<file path="src/rtl/button_long_press_autorepeat_defines.svh">
// Assertion helpers for the button long-press block.
`ifndef BUTTON_LONG_PRESS_AUTOREPEAT_DEFINES_SVH
`define BUTTON_LONG_PRESS_AUTOREPEAT_DEFINES_SVH

`ifndef SYNTHESIS
// Same-cycle implication, sampled on the rising clock, off during reset.
`define BLP_ASSERT_IMP(lbl, ck, rs, ante, cons) \
  lbl: assert property (@(posedge ck) disable iff (rs) (ante) |-> (cons)) \
    else $error("blp check failed");
// Next-cycle implication, sampled on the rising clock, off during reset.
`define BLP_ASSERT_NXT(lbl, ck, rs, ante, cons) \
  lbl: assert property (@(posedge ck) disable iff (rs) (ante) |=> (cons)) \
    else $error("blp check failed");
`else
`define BLP_ASSERT_IMP(lbl, ck, rs, ante, cons)
`define BLP_ASSERT_NXT(lbl, ck, rs, ante, cons)
`endif

`endif

</file>
<file path="src/rtl/blp_pkg.sv">
package blp_pkg;

  // Button states as reported on the result word.
  typedef enum logic [1:0] {
    ST_RELEASED = 2'd0,
    ST_PRESSED  = 2'd1,
    ST_LONG     = 2'd2,
    ST_LONGER   = 2'd3
  } btn_state_t;

  // Configuration register indexes.
  typedef enum logic [2:0] {
    REG_SCAN_PERIOD     = 3'd0,
    REG_LONG_THRESHOLD  = 3'd1,
    REG_LONGER_THRESHOLD = 3'd2,
    REG_LONG_REPEAT     = 3'd3,
    REG_LONGER_REPEAT   = 3'd4,
    REG_REPEAT_ENABLE   = 3'd5,
    REG_LONGER_ENABLE   = 3'd6
  } cfg_idx_t;

  localparam int unsigned CntW = 8;
  localparam logic [CntW-1:0] HoldMax = 8'hff;

  localparam logic [CntW-1:0] ScanPeriodRst   = 8'd25;
  localparam logic [CntW-1:0] LongThrRst      = 8'd80;
  localparam logic [CntW-1:0] LongerThrRst    = 8'd200;
  localparam logic [CntW-1:0] LongRepeatRst   = 8'd10;
  localparam logic [CntW-1:0] LongerRepeatRst = 8'd4;
  localparam logic            RepeatEnRst     = 1'b1;
  localparam logic            LongerEnRst     = 1'b1;

  // Live configuration handed to the engine.
  typedef struct packed {
    logic [CntW-1:0] scan_period;
    logic [CntW-1:0] long_thr;
    logic [CntW-1:0] longer_thr;
    logic [CntW-1:0] long_rpt;
    logic [CntW-1:0] longer_rpt;
    logic            repeat_en;
    logic            longer_en;
  } cfg_t;

  // Event produced by one tick.
  typedef struct packed {
    logic       fire;
    btn_state_t state;
    logic       rpt;
  } evt_t;

endpackage

</file>
<file path="src/rtl/blp_cfg_regs.sv">
module blp_cfg_regs
  import blp_pkg::*;
(
  input  logic        clk,
  input  logic        rst,
  input  logic        wr_en,
  input  logic [2:0]  wr_index,
  input  logic [7:0]  wr_data,
  output cfg_t        cfg
);

  cfg_t cfg_q;

  // Decode and store register writes; unknown indexes are dropped.
  always_ff @(posedge clk) begin
    if (rst) begin
      cfg_q.scan_period <= ScanPeriodRst;
      cfg_q.long_thr    <= LongThrRst;
      cfg_q.longer_thr  <= LongerThrRst;
      cfg_q.long_rpt    <= LongRepeatRst;
      cfg_q.longer_rpt  <= LongerRepeatRst;
      cfg_q.repeat_en   <= RepeatEnRst;
      cfg_q.longer_en   <= LongerEnRst;
    end else if (wr_en) begin
      unique case (cfg_idx_t'(wr_index))
        REG_SCAN_PERIOD:      cfg_q.scan_period <= wr_data;
        REG_LONG_THRESHOLD:   cfg_q.long_thr    <= wr_data;
        REG_LONGER_THRESHOLD: cfg_q.longer_thr  <= wr_data;
        REG_LONG_REPEAT:      cfg_q.long_rpt    <= wr_data;
        REG_LONGER_REPEAT:    cfg_q.longer_rpt  <= wr_data;
        REG_REPEAT_ENABLE:    cfg_q.repeat_en   <= wr_data[0];
        REG_LONGER_ENABLE:    cfg_q.longer_en   <= wr_data[0];
        default: ;
      endcase
    end
  end

  assign cfg = cfg_q;

endmodule

</file>
<file path="src/rtl/blp_engine.sv">
module blp_engine
  import blp_pkg::*;
(
  input  logic  clk,
  input  logic  rst,
  input  cfg_t  cfg,
  input  logic  step,
  input  logic  level,
  output evt_t  evt
);

  logic [CntW-1:0] tick_countdown;
  logic            last_pressed;
  btn_state_t      current_state;
  logic [CntW-1:0] hold_count;
  logic [CntW-1:0] repeat_count;

  logic [CntW-1:0] countdown_next;
  logic            sample;
  logic            pressed;
  logic            level_change;
  logic [CntW-1:0] hold_next;
  logic [CntW-1:0] repeat_next;
  logic            repeated;
  btn_state_t      state_next;

  assign pressed        = ~level;
  assign countdown_next = tick_countdown - 8'd1;
  assign sample         = (countdown_next == '0);
  assign level_change   = (pressed != last_pressed);

  // Next state: level change, hold counter, repeat counter, thresholds.
  always_comb begin
    hold_next   = hold_count;
    repeat_next = repeat_count;
    repeated    = 1'b0;
    state_next  = current_state;
    if (level_change) begin
      hold_next   = '0;
      repeat_next = '0;
      state_next  = pressed ? ST_PRESSED : ST_RELEASED;
    end else if (current_state != ST_RELEASED) begin
      if (hold_count != HoldMax) begin
        hold_next = hold_count + 8'd1;
      end
      if (cfg.repeat_en) begin
        if (repeat_count != '0) begin
          repeat_next = repeat_count - 8'd1;
          repeated    = (repeat_next == '0);
        end else if (current_state == ST_LONG) begin
          repeat_next = cfg.long_rpt - 8'd1;
        end else if (current_state == ST_LONGER && cfg.longer_en) begin
          repeat_next = cfg.longer_rpt - 8'd1;
        end
      end
      // Long threshold wins; a match cancels a repeat on the same scan.
      if (hold_next == cfg.long_thr) begin
        state_next = ST_LONG;
        repeated   = 1'b0;
      end else if (cfg.longer_en && hold_next == cfg.longer_thr) begin
        state_next = ST_LONGER;
        repeated   = 1'b0;
      end
    end
  end

  // Event output: on a sample that changes state or raises a repeat.
  always_comb begin
    evt.fire  = sample && ((state_next != current_state) || repeated);
    evt.state = state_next;
    evt.rpt   = repeated;
  end

  // Advance the countdown every tick, the rest on samples only.
  always_ff @(posedge clk) begin
    if (rst) begin
      tick_countdown <= ScanPeriodRst;
      last_pressed   <= 1'b0;
      current_state  <= ST_RELEASED;
      hold_count     <= '0;
      repeat_count   <= '0;
    end else if (step) begin
      if (sample) begin
        tick_countdown <= cfg.scan_period;
        last_pressed   <= pressed;
        current_state  <= state_next;
        hold_count     <= hold_next;
        repeat_count   <= repeat_next;
      end else begin
        tick_countdown <= countdown_next;
      end
    end
  end

endmodule

</file>
<file path="src/rtl/button_long_press_autorepeat.sv">
// Button long-press detector with auto-repeat. Each input word is one
// millisecond tick carrying the raw active-low pin level; the button is
// sampled once every scan_period ticks, and a result word (new state, or a
// repeat flag in the long and longer states) comes out only on a state change
// or repeat. Ticks are taken at one per clock: a tick is captured in an input
// register, evaluated in a single pass of counter and compare logic and, when
// it raises an event, written into the output register. The input side only
// stalls when a tick that raises an event meets a full output register that
// is not being read. Configuration writes are taken in every cycle and should
// be made while no tick is pending.
`include "button_long_press_autorepeat_defines.svh"

module button_long_press_autorepeat
  import blp_pkg::*;
(
  input  logic       clk,
  input  logic       rst,
  input  logic       in_valid,
  output logic       in_ready,
  input  logic       button_level,
  output logic       out_valid,
  input  logic       out_ready,
  output logic [1:0] button_state,
  output logic       is_repeat,
  input  logic       cfg_valid,
  output logic       cfg_ready,
  input  logic [2:0] cfg_index,
  input  logic [7:0] cfg_data
);

  cfg_t cfg;
  evt_t evt;

  logic s1_valid;
  logic s1_level;
  logic s1_adv;
  logic out_load;

  assign cfg_ready = 1'b1;

  blp_cfg_regs u_cfg (
    .clk      (clk),
    .rst      (rst),
    .wr_en    (cfg_valid),
    .wr_index (cfg_index),
    .wr_data  (cfg_data),
    .cfg      (cfg)
  );

  blp_engine u_engine (
    .clk   (clk),
    .rst   (rst),
    .cfg   (cfg),
    .step  (s1_adv),
    .level (s1_level),
    .evt   (evt)
  );

  // Hold a tick only while its event cannot reach the output register.
  assign s1_adv   = s1_valid && (!evt.fire || !out_valid || out_ready);
  assign out_load = s1_adv && evt.fire;
  assign in_ready = !s1_valid || s1_adv;

  // Input register.
  always_ff @(posedge clk) begin
    if (rst) begin
      s1_valid <= 1'b0;
    end else if (in_ready) begin
      s1_valid <= in_valid;
    end
  end

  always_ff @(posedge clk) begin
    if (in_ready && in_valid) begin
      s1_level <= button_level;
    end
  end

  // Output register.
  always_ff @(posedge clk) begin
    if (rst) begin
      out_valid <= 1'b0;
    end else if (out_load) begin
      out_valid <= 1'b1;
    end else if (out_ready) begin
      out_valid <= 1'b0;
    end
  end

  always_ff @(posedge clk) begin
    if (out_load) begin
      button_state <= evt.state;
      is_repeat    <= evt.rpt;
    end
  end

  // A repeat word only comes from the long or longer state.
  `BLP_ASSERT_IMP(a_rpt_state, clk, rst, out_valid && is_repeat,
    button_state == ST_LONG || button_state == ST_LONGER)
  // A held tick means a full output register that is not being read.
  `BLP_ASSERT_IMP(a_stall_cause, clk, rst, s1_valid && !s1_adv,
    out_valid && !out_ready)
  // A loaded event is on the output in the next cycle.
  `BLP_ASSERT_NXT(a_out_load, clk, rst, out_load, out_valid)

endmodule

</file>
<file path="config.mk">
export PLATFORM = sky130hd
export DESIGN_NAME = button_long_press_autorepeat
export DESIGN_NICKNAME = d
export VERILOG_FILES = /design/src/rtl/blp_pkg.sv /design/src/rtl/blp_cfg_regs.sv /design/src/rtl/blp_engine.sv /design/src/rtl/button_long_press_autorepeat.sv
export VERILOG_INCLUDE_DIRS = /design/src /design/src/rtl
export SDC_FILE = /design/constraint.sdc
export NUM_CORES = 1
export LEC_CHECK = 0
export BUFFER_PORTS_ARGS = -buffer_cell sky130_fd_sc_hd__buf_2
export CORE_ASPECT_RATIO = 0.6
export CORE_MARGIN = 1.5
export CORE_UTILIZATION = 33
export DETAILED_ROUTE_END_ITERATION = 12
export GPL_TIMING_DRIVEN = 0
export PLACE_DENSITY = 0.49
export SLEW_MARGIN = 15
export SYNTH_ARGS = -nofsm -noshare
export SYNTH_HDL_FRONTEND = slang
export SYNTH_SLANG_ARGS = --single-unit
</file>
<file path="constraint.sdc">
create_clock -name clk -period 11.7 [get_ports clk]
set_input_delay 3.51 -clock clk [delete_from_list [all_inputs] [get_ports clk]]
set_output_delay 3.51 -clock clk [all_outputs]
set_load 0.05 [all_outputs]
</file>
### Word-level counts from Yosys, hierarchy flattened

Index checks and enable logic that the tools add are counted.

* $add $sub $neg: 5
* eq/ne operators: 13
* multiplexer cells: 25
* bitwise operators: 1
* reduce and logical (&&, ||, !) cells: 32

Operators with widths (count)
* 2-to-1 mux 8 bit: 12
* subtractor 8 x 1 -> 8 bit, second input constant: 4
* equality test 8 bit: 2
* zero test 8 bit: 2
* AND reduction 2 bit: 8
* equality test 3 bit, second input constant: 3
* 2-to-1 mux 1 bit: 9
* adder 8 x 1 -> 8 bit, second input constant: 1
* 2-to-1 mux 2 bit: 4
* != test 8 bit, second input constant: 1
* nonzero test 2 bit: 4
* nonzero test 8 bit: 1
* equality test 3 x 2 -> 1 bit, second input constant: 2
* logical AND 1 bit: 6
* AND reduction 5 bit: 1
* equality test 2 bit, second input constant: 2
* logical OR 1 bit: 4
* nonzero test 4 bit: 1
* equality test 3 x 1 -> 1 bit, second input constant: 1
* zero test 1 bit: 3
* zero test 3 bit: 1
* AND reduction 3 bit: 1
* != test 2 bit: 1
* != test 1 bit: 1
* NOT 1 bit: 1

* output and inout port bits: 6
* input port bits: 17
* register bits after elaboration: 75
* logic and storage cells: 93

### Depth between registers and ports, before layout

* word-level depth: 19
* gate-level depth with buffers: 13
* mapped depth without buffers: 12

### Modules after synthesis

A second synthesis with hierarchy kept.

* cell total of the unflattened synthesis: 572
* area, all modules: 4839.6 sq um

Modules (own cells, without submodules)
* blp_engine: cells each 390, instances 1, seq. area each 540.5 sq um, area an instance 2864.0 sq um
* blp_cfg_regs: cells each 164, instances 1, seq. area each 840.8 sq um, area an instance 1740.4 sq um
* button_long_press_autorepeat: cells each 18, instances 1, seq. area each 160.2 sq um, area an instance 235.2 sq um

### Worst setup path after synthesis

No wires, ideal clock.

* path kind: input port to output port
* start point: input port out_ready
* end point: output port in_ready
* setup slack: 3.526 ns
* data required time: 8.190 ns
* path buffers: 1
* stages on the path: 5
* arrival: 4.664 ns
* cells stage by stage: nand2b_1 nor2_1 and2_0 buf_2 nand2_1

* cells in the longest elaborated chain, start to end: 3

Ends and longest elaborated chain
* start, declared: RTL line button_long_press_autorepeat.sv:22 `input logic out_ready,`
* logical OR 1 bit: RTL line button_long_press_autorepeat.sv:60 `assign s1_adv = s1_valid && (!evt.fire || !out_valid || out_ready);`
* logical AND 1 bit: RTL line button_long_press_autorepeat.sv:60
* logical OR 1 bit: RTL line button_long_press_autorepeat.sv:62 `assign in_ready = !s1_valid || s1_adv;`
* end, declared: RTL line button_long_press_autorepeat.sv:19 `output logic in_ready,`

No other way between the ends.

### Worst setup path in the final report

Same ends and word-level chain as after synthesis.

==> impl_metrics.json <==
{
  "outcome": "completed",
  "crit_path_top_delay_cell": "sky130_fd_sc_hd__nor2_1",
  "hold_viol_final": 0,
  "cap_viol_max_count": 0,
  "detail_route.iter0.violations": 382,
  "place.detailed.instances": 772,
  "multi_input_area_um2": 2720,
  "maximum_number_of_pins_on_one_net_before_global_route_repair": 13,
  "timing.final.crit_share": 0.722,
  "timing.final.max_slew_violations": 0,
  "floorplan.rows": 32,
  "report.final.setup_viol": 0,
  "viasPerCell": 5.63,
  "cts_resized": 0,
  "syn-num-nets": 605,
  "via_count": 4427,
  "hold_path_class": "reg -> reg",
  "final_common_cell": "sky130_fd_sc_hd__nand2_1",
  "worstPathArrival_ns": 4.94,
  "crit_required_ns": 8.19,
  "post-cts-setup-buffers": 0,
  "route.antenna.remaining_nets": 0,
  "worstPathMaxFanout": 7,
  "post_synth_fa_ha_maj_area_fraction": 0.0194,
  "register_area_um2": 1540,
  "chipWidth_um": 154,
  "route.final.wire_length_um": 14500,
  "drt_drc_violations_left": 0,
  "clock_skew_ns": 0.0101,
  "synth-seq-area-share": 0.341,
  "cell_breakdown_of_the_critical_path": "buf_2 -> nand2b_1 -> nor2_1 -> and2_0 -> buf_2 -> nand2_1 -> buf_2",
  "initial_utilization": 0.345,
  "final_nets": 637,
  "post-synth-top-area-fraction": 0.315,
  "placeableCoreArea_um2": 13100,
  "post_route_cells_drive_above_1_share": 0.102,
  "syn_avg_cell_area_um2": 7.78,
  "die-height_um": 93.6,
  "ys_ff_latch": 75,
  "tritoncts": "yes",
  "report.power.total_mw": 0.641,
  "place_ws_ns": 3.25,
  "htree_num_levels": 3,
  "drt_first_pass_iters": 5,
  "antenna_found_initial": 0,
  "slowest_delay_ns": 0.48,
  "synth_simple_gate_area_share": 0.263,
  "layout_common_cells": "sky130_fd_sc_hd__nand2_1 (103), sky130_fd_sc_hd__dfxtp_1 (71), sky130_fd_sc_hd__a21oi_1 (55)",
  "synth_top_family_by_area": "simple AND/OR/NAND/NOR gates",
  "instances_no_fill": 787,
  "grtUsageTotal": 0.211,
  "clock_sinks": 75,
  "final.fill_count": 1340,
  "synthesized_area_fraction_occupied_by_ao_oa_aoi_and_oai_cells": 0.222,
  "clock_latency_ns": 0.34,
  "min_period_ns": 8.45,
  "power.density_cell_area_nw_per_um2": 123,
  "startpoint_type": "input pin",
  "f_max_mhz": 118,
  "proportion_of_synthesized_area_in_mux_cells": 0.0509,
  "post_synthesis_async_set_or_reset_flop_share": 0,
  "io-pin-count": 23,
  "syn_to_final_growth_pct": 14.9,
  "clkTransAtPathRegs_ns": 0.06,
  "post_synth_inst_count": 581,
  "mappedNetlistArea_um2": 4520,
  "vias_in_the_first_global_route": 4012,
  "number_of_buffers_inserted_during_clock_tree_synthesis": 9,
  "grt_remaining_overflow": 0,
  "portBuffers": 21,
  "ys_top_cells_by_area": "sky130_fd_sc_hd__dfxtp_1 (31%), sky130_fd_sc_hd__nand2_1 (8.6%), sky130_fd_sc_hd__a21oi_1 (6.1%), sky130_fd_sc_hd__mux2i_1 (5.1%), sky130_fd_sc_hd__nor2_1 (4.0%)",
  "total_die_area_um2": 14400,
  "critical_path.endpoint_type": "output port",
  "cts_root_buffer": "sky130_fd_sc_hd__clkbuf_16",
  "cts.hold.buffers_added": 0,
  "worst_pin_slew_ns": 0.722,
  "critical_path.top_delay_family": "simple AND/OR/NAND/NOR gates",
  "setup_total_negative_slack_ns": 0,
  "n_antenna_cell": 0,
  "post_synth_num_cell_types": 66,
  "edff_count_synth": 4,
  "finalWeightedCongestion": 0.925,
  "synthFlopType": "sky130_fd_sc_hd__dfxtp_1",
  "relSlewSlack": 0.517,
  "cts-root-to-sink-buffers": 2,
  "crit_top_cell": "sky130_fd_sc_hd__buf_2",
  "path_buf_inv": 3,
  "cell_taking_the_most_area_after_synthesis": "sky130_fd_sc_hd__dfxtp_1",
  "final_worst_slack_ns": 3.25,
  "rsz_0062_raised_after_global_routing": "no",
  "power.leakage_nw": 1.93,
  "type_of_the_setup_path_with_the_least_slack": "in -> out",
  "grt_pass1_wl_um": 22900,
  "ir_drop_v": 0.0000663,
  "detail_route.wl_per_cell_um": 18.4,
  "dp_hpwl_um": 11200,
  "post_synth_xor_area_fraction": 0.0446,
  "yosysWarnings": 0
}
[tightest hold or removal path, stage by stage, from the launching register on]
cell and delay [ns]:
sky130_fd_sc_hd__dfxtp_1 0.31, sky130_fd_sc_hd__nand2_1 0.05, sky130_fd_sc_hd__a21oi_1 0.05
[flip-flops by register name (all words and copies together) (netlist names)]
signal,flops
u_engine.repeat_count,8
u_cfg.cfg,42
s1_level,1
out_valid,1
u_engine.last_pressed,1
u_engine.tick_countdown,8
is_repeat,1
s1_valid,1
button_state,2
u_engine.current_state,2
u_engine.hold_count,8
[routing by layer]
layer	global-route usage	up-vias	share of wire
li1	-	2137	-
met3	0.0422	17	0.077
met5	0	-	0
met2	0.279	152	0.37
met1	0.334	2121	0.54
met4	0.0518	0	0.010
[Yosys cell counts, types with 6 or more instances]
library cell,number
sky130_fd_sc_hd__nand2_1,103
sky130_fd_sc_hd__dfxtp_1,71
sky130_fd_sc_hd__a21oi_1,55
sky130_fd_sc_hd__nor2_1,48
sky130_fd_sc_hd__nand3_1,27
sky130_fd_sc_hd__mux2i_1,23
sky130_fd_sc_hd__inv_1,17
sky130_fd_sc_hd__o21ai_0,17
sky130_fd_sc_hd__xnor2_1,17
sky130_fd_sc_hd__clkbuf_1,15
sky130_fd_sc_hd__a211oi_1,13
sky130_fd_sc_hd__a21o_1,9
sky130_fd_sc_hd__and3_1,9
sky130_fd_sc_hd__nand2b_1,9
sky130_fd_sc_hd__nor3_1,9
sky130_fd_sc_hd__a31oi_1,8
sky130_fd_sc_hd__and2_1,7
sky130_fd_sc_hd__ha_1,7
sky130_fd_sc_hd__buf_2,6
sky130_fd_sc_hd__buf_4,6
sky130_fd_sc_hd__o21a_1,6
sky130_fd_sc_hd__xor2_1,6
[layout make-up]
class	count	area share
Inverter	17	0.0123
Timing Repair Buffer	21	0.0202
Multi-Input combinational cell	454	0.524
Buffer	35	0.0383
Clock buffer	11	0.0487
Tap cell	170	0.0410
Clock inverter	4	0.0188
Sequential cell	75	0.297
[path summary, 6_finish.rpt]
path | depth (start not counted) | startpoint | end | slack (ns)
max reg2reg | 13 | u_engine.hold_count[1] | u_engine.repeat_count[3] | 7.70
min | 2 | u_cfg.cfg[10] | u_cfg.cfg[10] | 0.46
max | 7 | out_ready | in_ready | 3.25
min reg2reg | 2 | u_cfg.cfg[10] | u_cfg.cfg[10] | 0.46
[metrics by stage]
step | util | area [µm²] | hold slack [ns]
floorplan | - | 4520 | 0.436
CTS | 0.397 | 5190 | 0.457
global placement | 0.369 | 4840 | 0.441
global route | 0.397 | 5190 | 0.482
detailed placement | 0.370 | 4840 | 0.449
finish | 0.397 | 5190 | 0.458
[kinds of logic after synthesis]
logic type,after synthesis
and+or+nand+nor,251
AOI/OAI and AO/OA,149
DFF,75
buffers and inverters,52
xor gates and xnor gates,23
muxes,23
adders and majority gates,7
other,1
[report_power, final]
| group | switching, mW | internal (mW) | total, mW |
|---|---|---|---|
| Sequential | 0.00487 | 0.262 | 0.267 |
| Clock | 0.110 | 0.219 | 0.329 |
| Combinational | 0.0291 | 0.0158 | 0.0449 |
(Power assumes the default switching activity.)
